## config.mk

```make
export PLATFORM = sky130hd
export DESIGN_NAME = prefixed_integer_literal_scanner
export DESIGN_NICKNAME = d
export VERILOG_FILES = /design/src/hdl/plils_pkg.sv /design/src/hdl/plils_step.sv /design/src/hdl/prefixed_integer_literal_scanner.sv
export SDC_FILE = /design/constraint.sdc
export NUM_CORES = 1
export LEC_CHECK = 0
export ABC_AREA = 1
export BUFFER_PORTS_ARGS = -buffer_cell sky130_fd_sc_hd__buf_2
export CAP_MARGIN = 10
export CORE_MARGIN = 2
export CORE_UTILIZATION = 40
export CTS_CLUSTER_DIAMETER = 50
export DETAILED_ROUTE_END_ITERATION = 12
export GPL_TIMING_DRIVEN = 0
export PLACE_DENSITY = 0.66
export REMOVE_ABC_BUFFERS = 1
export SLEW_MARGIN = 15
export SYNTH_ARGS = -nofsm -noshare
export SYNTH_HDL_FRONTEND = slang
export SYNTH_SLANG_ARGS = --single-unit
```

## constraint.sdc

```tcl
create_clock -name clk -period 4.7 [get_ports clk]
set_input_delay 0.235 -clock clk [delete_from_list [all_inputs] [get_ports clk]]
set_output_delay 0.235 -clock clk [all_outputs]
set_load 0.03 [all_outputs]
```

## src/hdl/plils_pkg.sv

```systemverilog
package plils_pkg;

	localparam int VALUE_WIDTH = 64;
	localparam int PROD_W      = VALUE_WIDTH + 4;
	localparam int TDATA_W     = 72;

	localparam logic [PROD_W-1:0] CAP = PROD_W'(1) << (VALUE_WIDTH - 1);

	localparam logic [7:0] CH_SP    = 8'h20;
	localparam logic [7:0] CH_TAB   = 8'h09;
	localparam logic [7:0] CH_NL    = 8'h0a;
	localparam logic [7:0] CH_MINUS = 8'h2d;
	localparam logic [7:0] CH_BANG  = 8'h21;
	localparam logic [7:0] CH_TILDE = 8'h7e;
	localparam logic [7:0] CH_LPAR  = 8'h28;
	localparam logic [7:0] CH_DOT   = 8'h2e;
	localparam logic [7:0] CH_0     = 8'h30;
	localparam logic [7:0] CH_1     = 8'h31;
	localparam logic [7:0] CH_9     = 8'h39;
	localparam logic [7:0] CH_LC_A  = 8'h61;
	localparam logic [7:0] CH_LC_B  = 8'h62;
	localparam logic [7:0] CH_LC_F  = 8'h66;
	localparam logic [7:0] CH_LC_X  = 8'h78;

	localparam logic [4:0] NO_DIGIT = 5'd16;

	typedef enum logic [2:0] {
		PH_IDLE,
		PH_PREFIX,
		PH_ZERO,
		PH_ZB,
		PH_ZX,
		PH_DIGITS
	} phase_t;

	typedef enum logic [1:0] {
		RX_DEC,
		RX_BIN,
		RX_OCT,
		RX_HEX
	} radix_t;

	typedef enum logic [1:0] {
		KIND_INT,
		KIND_PAREN,
		KIND_ERR
	} kind_t;

	typedef enum logic [3:0] {
		ERR_NONE,
		ERR_DOUBLE_MINUS,
		ERR_MINUS_ORDER,
		ERR_TRIPLE_NOT,
		ERR_DOUBLE_INV,
		ERR_PREFIX,
		ERR_OVERFLOW,
		ERR_FRAC_BASE,
		ERR_INV_FRAC,
		ERR_ILLEGAL,
		ERR_NO_VALUE,
		ERR_FRAC_UNSUP
	} err_t;

	typedef struct packed {
		logic neg;
		logic lnot;
		logic dnot;
		logic inv;
	} flags_t;

	typedef struct packed {
		phase_t                 phase;
		flags_t                 flags;
		radix_t                 radix;
		logic [VALUE_WIDTH-1:0] mag;
		logic                   ovf;
	} scan_state_t;

	typedef struct packed {
		logic        emit;
		kind_t       kind;
		logic [63:0] value;
		err_t        err;
		flags_t      flags;
		logic        consumed;
	} scan_result_t;

	localparam scan_state_t SCAN_RESET = '{
		phase: PH_IDLE,
		flags: '0,
		radix: RX_DEC,
		mag:   '0,
		ovf:   1'b0
	};

	function automatic logic [4:0] base_of(input radix_t rx);
		logic [4:0] b;
		case (rx)
			RX_BIN:  b = 5'd2;
			RX_OCT:  b = 5'd8;
			RX_HEX:  b = 5'd16;
			default: b = 5'd10;
		endcase
		return b;
	endfunction

	function automatic logic [4:0] digit_of(input logic [7:0] ch, input radix_t rx);
		logic [4:0] d;
		d = NO_DIGIT;
		if (ch >= CH_0 && ch <= CH_9)
			d = 5'(ch - CH_0);
		else if (rx == RX_HEX && ch >= CH_LC_A && ch <= CH_LC_F)
			d = 5'(ch - CH_LC_A) + 5'd10;
		if (d >= base_of(rx))
			d = NO_DIGIT;
		return d;
	endfunction

endpackage

```

## src/hdl/plils_step.sv

```systemverilog
module plils_step (
	input  plils_pkg::scan_state_t  cur,
	input  logic [7:0]              ch,
	output plils_pkg::scan_state_t  nxt,
	output plils_pkg::scan_result_t res
);

	localparam int VW = plils_pkg::VALUE_WIDTH;

	logic                          is_ws;
	logic [4:0]                    d_rad;
	logic [4:0]                    d_oct;
	logic [4:0]                    d_dec;
	logic [4:0]                    d_bin;
	logic [4:0]                    d_hex;
	logic [plils_pkg::PROD_W-1:0]  mag_ext;
	logic [plils_pkg::PROD_W-1:0]  prod;
	logic                          acc_ovf;
	logic [VW-1:0]                 acc_mag;
	logic [VW-1:0]                 lit;
	logic                          any_flag;

	logic                          ts_emit;
	plils_pkg::kind_t              ts_kind;
	plils_pkg::err_t               ts_err;
	plils_pkg::kind_t              el_kind;
	plils_pkg::err_t               el_err;
	logic                          el_consumed;

	always_comb begin
		is_ws = (ch == plils_pkg::CH_SP) || (ch == plils_pkg::CH_TAB) ||
			(ch == plils_pkg::CH_NL);
		d_rad = plils_pkg::digit_of(ch, cur.radix);
		d_oct = plils_pkg::digit_of(ch, plils_pkg::RX_OCT);
		d_dec = plils_pkg::digit_of(ch, plils_pkg::RX_DEC);
		d_bin = plils_pkg::digit_of(ch, plils_pkg::RX_BIN);
		d_hex = plils_pkg::digit_of(ch, plils_pkg::RX_HEX);
		any_flag = cur.flags.neg | cur.flags.lnot | cur.flags.dnot | cur.flags.inv;
	end

	// digit step: mag * base + d, checked against 2^(VW-1)
	always_comb begin
		mag_ext = plils_pkg::PROD_W'(cur.mag);
		case (cur.radix)
			plils_pkg::RX_BIN: prod = mag_ext << 1;
			plils_pkg::RX_OCT: prod = mag_ext << 3;
			plils_pkg::RX_HEX: prod = mag_ext << 4;
			default:           prod = (mag_ext << 3) + (mag_ext << 1);
		endcase
		prod = prod + plils_pkg::PROD_W'(d_rad[3:0]);
		acc_ovf = cur.ovf || (prod > plils_pkg::CAP);
		acc_mag = acc_ovf ? cur.mag : prod[VW-1:0];
	end

	// token start decode
	always_comb begin
		ts_emit = 1'b0;
		ts_kind = plils_pkg::KIND_ERR;
		ts_err  = plils_pkg::ERR_NONE;
		case (ch) inside
			plils_pkg::CH_MINUS: begin
				ts_emit = any_flag;
				ts_err  = cur.flags.neg ? plils_pkg::ERR_DOUBLE_MINUS
					: plils_pkg::ERR_MINUS_ORDER;
			end
			plils_pkg::CH_BANG: begin
				ts_emit = cur.flags.dnot;
				ts_err  = plils_pkg::ERR_TRIPLE_NOT;
			end
			plils_pkg::CH_TILDE: begin
				ts_emit = cur.flags.inv;
				ts_err  = plils_pkg::ERR_DOUBLE_INV;
			end
			[plils_pkg::CH_0:plils_pkg::CH_9]: begin
				ts_emit = 1'b0;
			end
			plils_pkg::CH_LPAR: begin
				ts_emit = 1'b1;
				ts_kind = plils_pkg::KIND_PAREN;
			end
			default: begin
				ts_emit = 1'b1;
				ts_err  = any_flag ? plils_pkg::ERR_ILLEGAL : plils_pkg::ERR_NO_VALUE;
			end
		endcase
	end

	// literal end decode
	always_comb begin
		lit = cur.flags.neg ? (VW'(0) - cur.mag) : cur.mag;
		el_kind     = plils_pkg::KIND_ERR;
		el_err      = plils_pkg::ERR_NONE;
		el_consumed = 1'b0;
		if (ch == plils_pkg::CH_DOT) begin
			el_consumed = 1'b1;
			if (cur.radix != plils_pkg::RX_DEC)
				el_err = plils_pkg::ERR_FRAC_BASE;
			else if (cur.flags.inv)
				el_err = plils_pkg::ERR_INV_FRAC;
			else
				el_err = plils_pkg::ERR_FRAC_UNSUP;
		end else if (cur.ovf ||
			(!cur.flags.neg && plils_pkg::PROD_W'(cur.mag) == plils_pkg::CAP)) begin
			el_err = plils_pkg::ERR_OVERFLOW;
		end else begin
			el_kind = plils_pkg::KIND_INT;
		end
	end

	// result
	always_comb begin
		res.emit     = 1'b0;
		res.kind     = plils_pkg::KIND_ERR;
		res.value    = '0;
		res.err      = plils_pkg::ERR_NONE;
		res.flags    = cur.flags;
		res.consumed = 1'b1;
		case (cur.phase)
			plils_pkg::PH_IDLE: begin
				res.emit = ts_emit && !is_ws;
				res.kind = ts_kind;
				res.err  = ts_err;
			end
			plils_pkg::PH_ZERO, plils_pkg::PH_DIGITS: begin
				if (cur.phase == plils_pkg::PH_ZERO)
					res.emit = (ch != plils_pkg::CH_LC_B) && (ch != plils_pkg::CH_LC_X) &&
						(d_dec == plils_pkg::NO_DIGIT);
				else
					res.emit = (d_rad == plils_pkg::NO_DIGIT);
				res.kind     = el_kind;
				res.err      = el_err;
				res.consumed = el_consumed;
				if (el_kind == plils_pkg::KIND_INT)
					res.value = 64'($signed(lit));
			end
			plils_pkg::PH_ZB: begin
				res.emit = (d_bin == plils_pkg::NO_DIGIT);
				res.err  = plils_pkg::ERR_PREFIX;
			end
			plils_pkg::PH_ZX: begin
				res.emit = (d_hex == plils_pkg::NO_DIGIT);
				res.err  = plils_pkg::ERR_PREFIX;
			end
			default: begin
				res.emit = ts_emit;
				res.kind = ts_kind;
				res.err  = ts_err;
			end
		endcase
	end

	// next state
	always_comb begin
		nxt = cur;
		if (res.emit) begin
			nxt = plils_pkg::SCAN_RESET;
		end else begin
			case (cur.phase)
				plils_pkg::PH_ZERO: begin
					if (ch == plils_pkg::CH_LC_B) begin
						nxt.phase = plils_pkg::PH_ZB;
					end else if (ch == plils_pkg::CH_LC_X) begin
						nxt.phase = plils_pkg::PH_ZX;
					end else begin
						nxt.phase = plils_pkg::PH_DIGITS;
						nxt.ovf   = 1'b0;
						if (d_oct != plils_pkg::NO_DIGIT) begin
							nxt.radix = plils_pkg::RX_OCT;
							nxt.mag   = VW'(d_oct[3:0]);
						end else begin
							nxt.radix = plils_pkg::RX_DEC;
							nxt.mag   = VW'(d_dec[3:0]);
						end
					end
				end
				plils_pkg::PH_ZB: begin
					nxt.phase = plils_pkg::PH_DIGITS;
					nxt.radix = plils_pkg::RX_BIN;
					nxt.mag   = VW'(d_bin[3:0]);
					nxt.ovf   = 1'b0;
				end
				plils_pkg::PH_ZX: begin
					nxt.phase = plils_pkg::PH_DIGITS;
					nxt.radix = plils_pkg::RX_HEX;
					nxt.mag   = VW'(d_hex[3:0]);
					nxt.ovf   = 1'b0;
				end
				plils_pkg::PH_DIGITS: begin
					nxt.mag = acc_mag;
					nxt.ovf = acc_ovf;
				end
				default: begin
					if (cur.phase != plils_pkg::PH_IDLE && cur.phase != plils_pkg::PH_PREFIX)
						nxt = plils_pkg::SCAN_RESET;
					if (!(cur.phase == plils_pkg::PH_IDLE && is_ws)) begin
						case (ch) inside
							plils_pkg::CH_MINUS: begin
								nxt.flags.neg = 1'b1;
								nxt.phase     = plils_pkg::PH_PREFIX;
							end
							plils_pkg::CH_BANG: begin
								nxt.flags.dnot = cur.flags.lnot;
								nxt.flags.lnot = 1'b1;
								nxt.phase      = plils_pkg::PH_PREFIX;
							end
							plils_pkg::CH_TILDE: begin
								nxt.flags.inv = 1'b1;
								nxt.phase     = plils_pkg::PH_PREFIX;
							end
							plils_pkg::CH_0: begin
								nxt.radix = plils_pkg::RX_DEC;
								nxt.mag   = '0;
								nxt.ovf   = 1'b0;
								nxt.phase = plils_pkg::PH_ZERO;
							end
							[plils_pkg::CH_1:plils_pkg::CH_9]: begin
								nxt.radix = plils_pkg::RX_DEC;
								nxt.mag   = VW'(d_dec[3:0]);
								nxt.ovf   = 1'b0;
								nxt.phase = plils_pkg::PH_DIGITS;
							end
							default: begin
								nxt.phase = plils_pkg::PH_IDLE;
							end
						endcase
					end
				end
			endcase
		end
	end

endmodule

```

## src/hdl/prefixed_integer_literal_scanner.sv

```systemverilog
// A character word is taken into the input register, and the result word that it produces is
// presented from the result register.
// Throughput: one character per cycle, unless a result waits at the output and the character
// ends a token; the digit step (shift-add and range compare) sits between the input register and the result register.
// The result register lets characters that end no token in while a result waits to be taken.
// Reset (arst_n low, asynchronous): scanner idle, prefixes clear, both registers empty.
module prefixed_integer_literal_scanner (
	input  logic                          clk,
	input  logic                          arst_n,
	input  logic                          s_axis_tvalid,
	output logic                          s_axis_tready,
	input  logic [7:0]                    s_axis_tdata,  // [7:0] ch
	output logic                          m_axis_tvalid,
	input  logic                          m_axis_tready,
	// [63:0] literal_value, [67:64] error_code, [68] logical_not,
	// [69] double_not, [70] bit_invert, [71] char_consumed
	output logic [plils_pkg::TDATA_W-1:0] m_axis_tdata,
	output logic [1:0]                    m_axis_tuser   // [1:0] kind
);

	logic                    valid_s1;
	logic [7:0]              ch_s1;
	plils_pkg::scan_state_t  state_q;
	plils_pkg::scan_state_t  state_nxt;
	plils_pkg::scan_result_t res;
	logic                    valid_s2;
	plils_pkg::scan_result_t res_s2;
	logic                    out_free;
	logic                    advance;

	plils_step u_step (
		.cur (state_q),
		.ch  (ch_s1),
		.nxt (state_nxt),
		.res (res)
	);

	assign out_free      = !valid_s2 || m_axis_tready;
	assign advance       = valid_s1 && (!res.emit || out_free);
	assign s_axis_tready = !valid_s1 || advance;

	always_ff @(posedge clk or negedge arst_n) begin
		if (!arst_n) begin
			valid_s1 <= 1'b0;
			state_q  <= plils_pkg::SCAN_RESET;
			valid_s2 <= 1'b0;
		end else begin
			if (s_axis_tready)
				valid_s1 <= s_axis_tvalid;
			if (advance)
				state_q <= state_nxt;
			if (out_free)
				valid_s2 <= advance && res.emit;
		end
	end

	always_ff @(posedge clk) begin
		if (s_axis_tvalid && s_axis_tready)
			ch_s1 <= s_axis_tdata;
		if (advance && res.emit)
			res_s2 <= res;
	end

	assign m_axis_tvalid = valid_s2;
	assign m_axis_tdata  = {res_s2.consumed, res_s2.flags.inv, res_s2.flags.dnot,
		res_s2.flags.lnot, res_s2.err, res_s2.value};
	assign m_axis_tuser  = res_s2.kind;

endmodule

```

## Yosys cells after proc, flatten, opt, wreduce, memory -nomap -nowiden

Index checks and enable logic that the tools add are counted.

- Eq/ne operators: 33
- Bitwise operators: 3
- Reductions and logical operators: 39
- Add/subtract/negate cells: 6
- $lt $le $gt $ge: 11
- Multiplexer cells: 69

Operator list:

| operator | number |
|---|---|
| 2-to-1 mux 67 bit | 7 |
| case mux 65 bit (4 select lines) | 1 |
| 2-to-1 mux 74 bit | 3 |
| case mux 68 bit (3 select lines) | 1 |
| 2-to-1 mux 64 bit | 2 |
| adder 67 x 65 -> 68 bit | 1 |
| adder 68 x 4 -> 68 bit | 1 |
| > comparator 68 x 64 -> 1 bit (second input constant) | 1 |
| 2-to-1 mux 66 bit | 1 |
| equality test 64 bit (second input constant) | 1 |
| subtractor 1 x 64 -> 64 bit (first input constant) | 1 |
| 2-to-1 mux 5 bit | 10 |
| equality test 8 x 6 -> 1 bit (second input constant) | 6 |
| 2-to-1 mux 4 bit | 8 |
| equality test 8 x 7 -> 1 bit (second input constant) | 3 |
| 2-to-1 mux 2 bit | 12 |
| 2-to-1 mux 3 bit | 7 |
| equality test 5 bit (second input constant) | 4 |
| equality test 8 x 4 -> 1 bit (second input constant) | 2 |
| >= comparator 8 x 6 -> 1 bit (second input constant) | 2 |
| inequality test 8 x 7 -> 1 bit (second input constant) | 2 |
| case mux 5 bit (3 select lines) | 1 |
| logical AND 1 bit | 14 |
| 2-to-1 mux 1 bit | 11 |
| 37 further kinds | 59 |

- Input port bits: 12
- Register bits: 158

## Longest topological paths before layout

- Depth after elaboration: 15
- Depth in mapped cells: 44
- Gate-level depth less buffers: 44

## Modules after synthesis

From an unflattened synthesis, not the netlist that was laid out.

- Cells, all modules: 3,844
- Area, all modules: 21,730.8 um2

Modules (own cells, without submodules):

| module | area each (um2) | cells an instance | sequential area each (um2) | instances |
|---|---|---|---|---|
| plils_step | 16,224.3 | 3,428 | 0.0 | 1 |
| prefixed_integer_literal_scanner | 5,506.5 | 416 | 4,364.2 | 1 |

## Worst setup path before layout

No wires, ideal clock.

- Path type: reg2reg
- Start point: register state_q[66] (netlist bit)
- End point: register state_q[30] (netlist bit)
- Required time: 4.583 ns
- Slack: -0.207 ns
- Setup time: 0.117 ns
- Data arrival time: 4.790 ns
- Cell stages (with the launch flop): 37
- Clock period less this slack: 4.907 ns
- Cells stage by stage: dfrtp_1 -> buf_4 -> nand2_4 -> clkbuf_1 -> clkbuf_1 -> buf_1 -> ha_1 -> a21oi_1 -> nand2_1 -> nor2_1 -> ha_1 -> fa_1 -> nand2_1 -> nand2_1 -> nand3_2 -> nor2_4 -> nand3_1 -> nor2_1 -> nand3_1 -> nor2_2 -> nand3_2 -> nor2_4 -> nand2_2 -> nor2_4 -> nand2_1 -> nand2_1 -> nand2_1 -> nor2_1 -> nand2_1 -> nor2_1 -> nand2_1 -> nand2_2 -> nand3_2 -> buf_6 -> buf_6 -> nand3_1 -> nand2_1

- Word-level cells in the longest chain between the ends: 14
- Elaborated cells between the ends (all ways): 27
- Those cells by class: add/sub: 1; order compare: 2; eq/ne: 7; mux: 10; reduce/logical: 7

Ends and longest elaborated chain:

| element | line | text |
|---|---|---|
| start, declared | prefixed_integer_literal_scanner.sv:23 | `plils_pkg::scan_state_t state_q;` |
| start signal, assigned | prefixed_integer_literal_scanner.sv:45 | `state_q <= plils_pkg::SCAN_RESET;` |
| start signal, assigned | prefixed_integer_literal_scanner.sv:51 | `state_q <= state_nxt;` |
| branches (longest 14 deep; another with adder 68 x 4 -> 68 bit) | -- |  |

Several ways; the timed one is not identified. The select of a mux whose other input is x is not followed.
A chain may end at the register's enable or synchronous reset.

## Worst setup path after layout

- Start point: register state_q[66] (netlist bit)
- End point: register state_q[9] (netlist bit)

Same word-level chain as after synthesis.

==> run_results.csv <==
group,metric,value,unit
layout,multi_input_area,14000,sq um
placed_design,io_buffer_count,87,
sta,period_minus_slack,5620,ps
grt,gr-total-overflow,0,
setup_path,cp_max_fo,16,
clocking,cts.clk_slew.worst_paths,70,ps
routing,viasPerCell,5.61,
yosys,ys_seq_elements,158,
routing,drt_wl_total,85.3,mm
power_and_ir_drop,report.power.total,6.76,mW
die,core-area,50000,sq um
grt,grt_pass1_vias,21900,
yosys,ys_async_sr_fraction,0.481,
clocking,ctsLongestPathBuffers,2,
sta,fin_worst_skew,18.6,ps
die,rows,82,
grt,antenna_found_initial,0,
layout,sequential_cell_area,4370,sq um
clocking,clk-insertion-delay-late,520,ps
setup_path,cp-start-kind,"flip-flop",
placed_design,gp_congestion,1.05,
die,initial_utilization,0.403,
sta,setup_viol,65,
layout,utilization,0.467,
routing,top_layer,"met4",
setup_path,critPathSlowestCell,"dfrtp_4",
routing,dr.pass1.iters,7,
yosys,synthFlopType,"edfxtp_1",
routing,dr_total_vias,24100,
routing,wl_met3,8.98,mm
die,die_h,228,um
placed_design,dp_slack,-2500,ps
power_and_ir_drop,p_leak,11.2,nW
yosys,synth_top_area_frac,0.221,
die,dieArea,52200,sq um
placed_design,dp_cells,4175,
setup_path,path_depth,38,
layout,drive_gt1_frac,0.125,
setup_path,worst_setup_path_end_kind,"flip-flop",
yosys,yosysSeqAreaShare,0.217,
routing,post_drt_wl_per_cell,19.9,um
grt,grt_pass1_wl,128,mm
yosys,syn_inst,3505,
layout,mostFrequentLayoutCells,"nand2_1, inv_1, nor2_1",
layout,final_common_cell,"nand2_1",
clocking,clkSinkCount,158,
setup_path,critical_path.top_delay_family,"simple AND/OR/NAND/NOR gates",
layout,final_net_count,3687,
sta,maxSlewViolCount,0,
die,ios,88,
clocking,root_buffer,"clkbuf_16",
layout,instances_no_fill,4286,
yosys,synth-edff-count,82,
setup_path,rr_worst_depth,38,
clocking,cts-buffers-inserted,17,
yosys,synth.area.top_cells,"nand2_1, edfxtp_1, dfrtp_1",
sta,rsz0062_at_grt,"true",
outcome,status,"finished with violations",
die,die_x,228,um
yosys,synth_cell_types,63,
setup_path,path_buf_inv,5,
grt,grt_max_degree,61,
placed_design,hpwl,62.5,mm
power_and_ir_drop,power_density,290,nW/um^2
clocking,cts_tree,"done",
yosys,ys_warn_count,0,
routing,detail-route-antenna-nets,0,
sta,slew_headroom,0.254,
outcome,violations,"negative setup slack",
yosys,syn-cell-area,20100,sq um
worst_hold_path,hold_path_class,"input port to async pin",
yosys,yosys.area.top_type,"nand2_1",
setup_path,critPathArrivalTime,6060,ps
clocking,htreeDepth,4,
layout,area_growth,15.8,%
setup_path,crit_top_cell,"nand2_1",
routing,drc_errors,0,
flow_run,maxCapViolations,0,
yosys,syn_area_per_cell,5.75,sq um
layout,fillers,5353,
grt,grt_use_total,0.320,
routing,wl_met1,34.0,mm
sta,worst_pin_slew,1110,ps
setup_path,max_stage_delay,670,ps
sta,clock.fmax,0.178,GHz
routing,routed-wl-met2,36.6,mm
sta,finalCritPeriodShare,1.20,
sta,setup_ws,-918,ps
setup_path,cp.required,5150,ps
routing,detail_route.iter0.violations,2800,
sta,final_hold_viol_count,0,
setup_path,worstSetupPathType,"flip-flop to flip-flop",
power_and_ir_drop,vdd_drop_max,285,uV
Yosys cell counts (all sizes together), types with 5 or more instances:
master and n:
o32ai 11, nand4 60, o31ai 7, a211oi 5
nand2 1205, o221ai 27, nor2 451, buf 47
xor2 70, inv 529, dfrtp 76, ha 74
a21oi 150, clkbuf 60, nor3 49, clkinv 9
nand3b 16, nor4 20, o22ai 46, nand3 375
o21ai 86, edfxtp 82, o21a 6
power breakdown:
part / internal [mW] / total, mW / switching [mW] / leakage [nW]
clock network: 0.753 / 1.46 / 0.707 / 0.280
logic: 1.02 / 3.59 / 2.57 / 9.04
registers: 1.60 / 1.70 / 0.0997 / 1.85
cell families (layout without fill, tap and decap cells):
logic type,after synthesis,after routing,share of synthesized area
AOI/OAI and AO/OA,364,364,0.107
DFF,158,158,0.217
buffers and inverters,645,740,0.127
and+or+nand+nor,2190,2202,0.470
other,0,2,0
xor gates and xnor gates,72,72,0.0313
adders and majority gates,76,76,0.0480
flip-flops by register name (all words and copies together) (netlist names):
signal and count:
state_q 74, m_axis_tdata 72, ch_s1 8, m_axis_tuser 2, m_axis_tvalid 1, valid_s1 1
per-layer routing:
metal  global-route usage  up-vias
li1                     -    11500
met3               0.0671      292
met5                    0        -
met1                0.413    10900
met2                0.490     1332
met4                0.192        0
cell type report:
| class | count | share of cell area |
|---|---|---|
| sequential | 158 | 0.187 |
| tap | 672 | 0.0361 |
| multi-input combinational | 2714 | 0.602 |
| antenna | 2 | 0.000215 |
| inverter | 538 | 0.0870 |
| timing repair inverter | 1 | 0.000215 |
| clock inverter | 13 | 0.00558 |
| timing repair buffer | 169 | 0.0624 |
| clock buffer | 19 | 0.0190 |
path summary, 6_finish.rpt:
path	slack [ps]	startpoint	endpoint
setup / recovery	-920	state_q[66]	state_q[9]
hold / removal	240	arst_n	state_q[11]
setup reg to reg	-920	state_q[66]	state_q[9]
hold reg to reg	530	m_axis_tvalid	m_axis_tvalid
max in group asynchronous	3820	arst_n	state_q[56]
min in group clk	430	s_axis_tdata[7]	ch_s1[7]
per-stage QoR:
step | TNS (ps) | cell area [sq um] | hold WS, ps
floorplan | -341010 | 19600 | -60.6
global placement | -1532250 | 20900 | 411
detailed placement | -190250 | 21300 | 242
CTS | -51550 | 22900 | 237
global route | -77000 | 23300 | 281
finish | -56590 | 23300 | 241
what timing repair did:
item,CTS,global route
pin swaps,25,40
hold buffers,11,0
setup buffers,28,18
setup endpoints to repair,147,152
gates cloned,19,1
endpoints found under the hold margin,43,0
gates resized for setup,121,56
(Power assumes the default switching activity.)
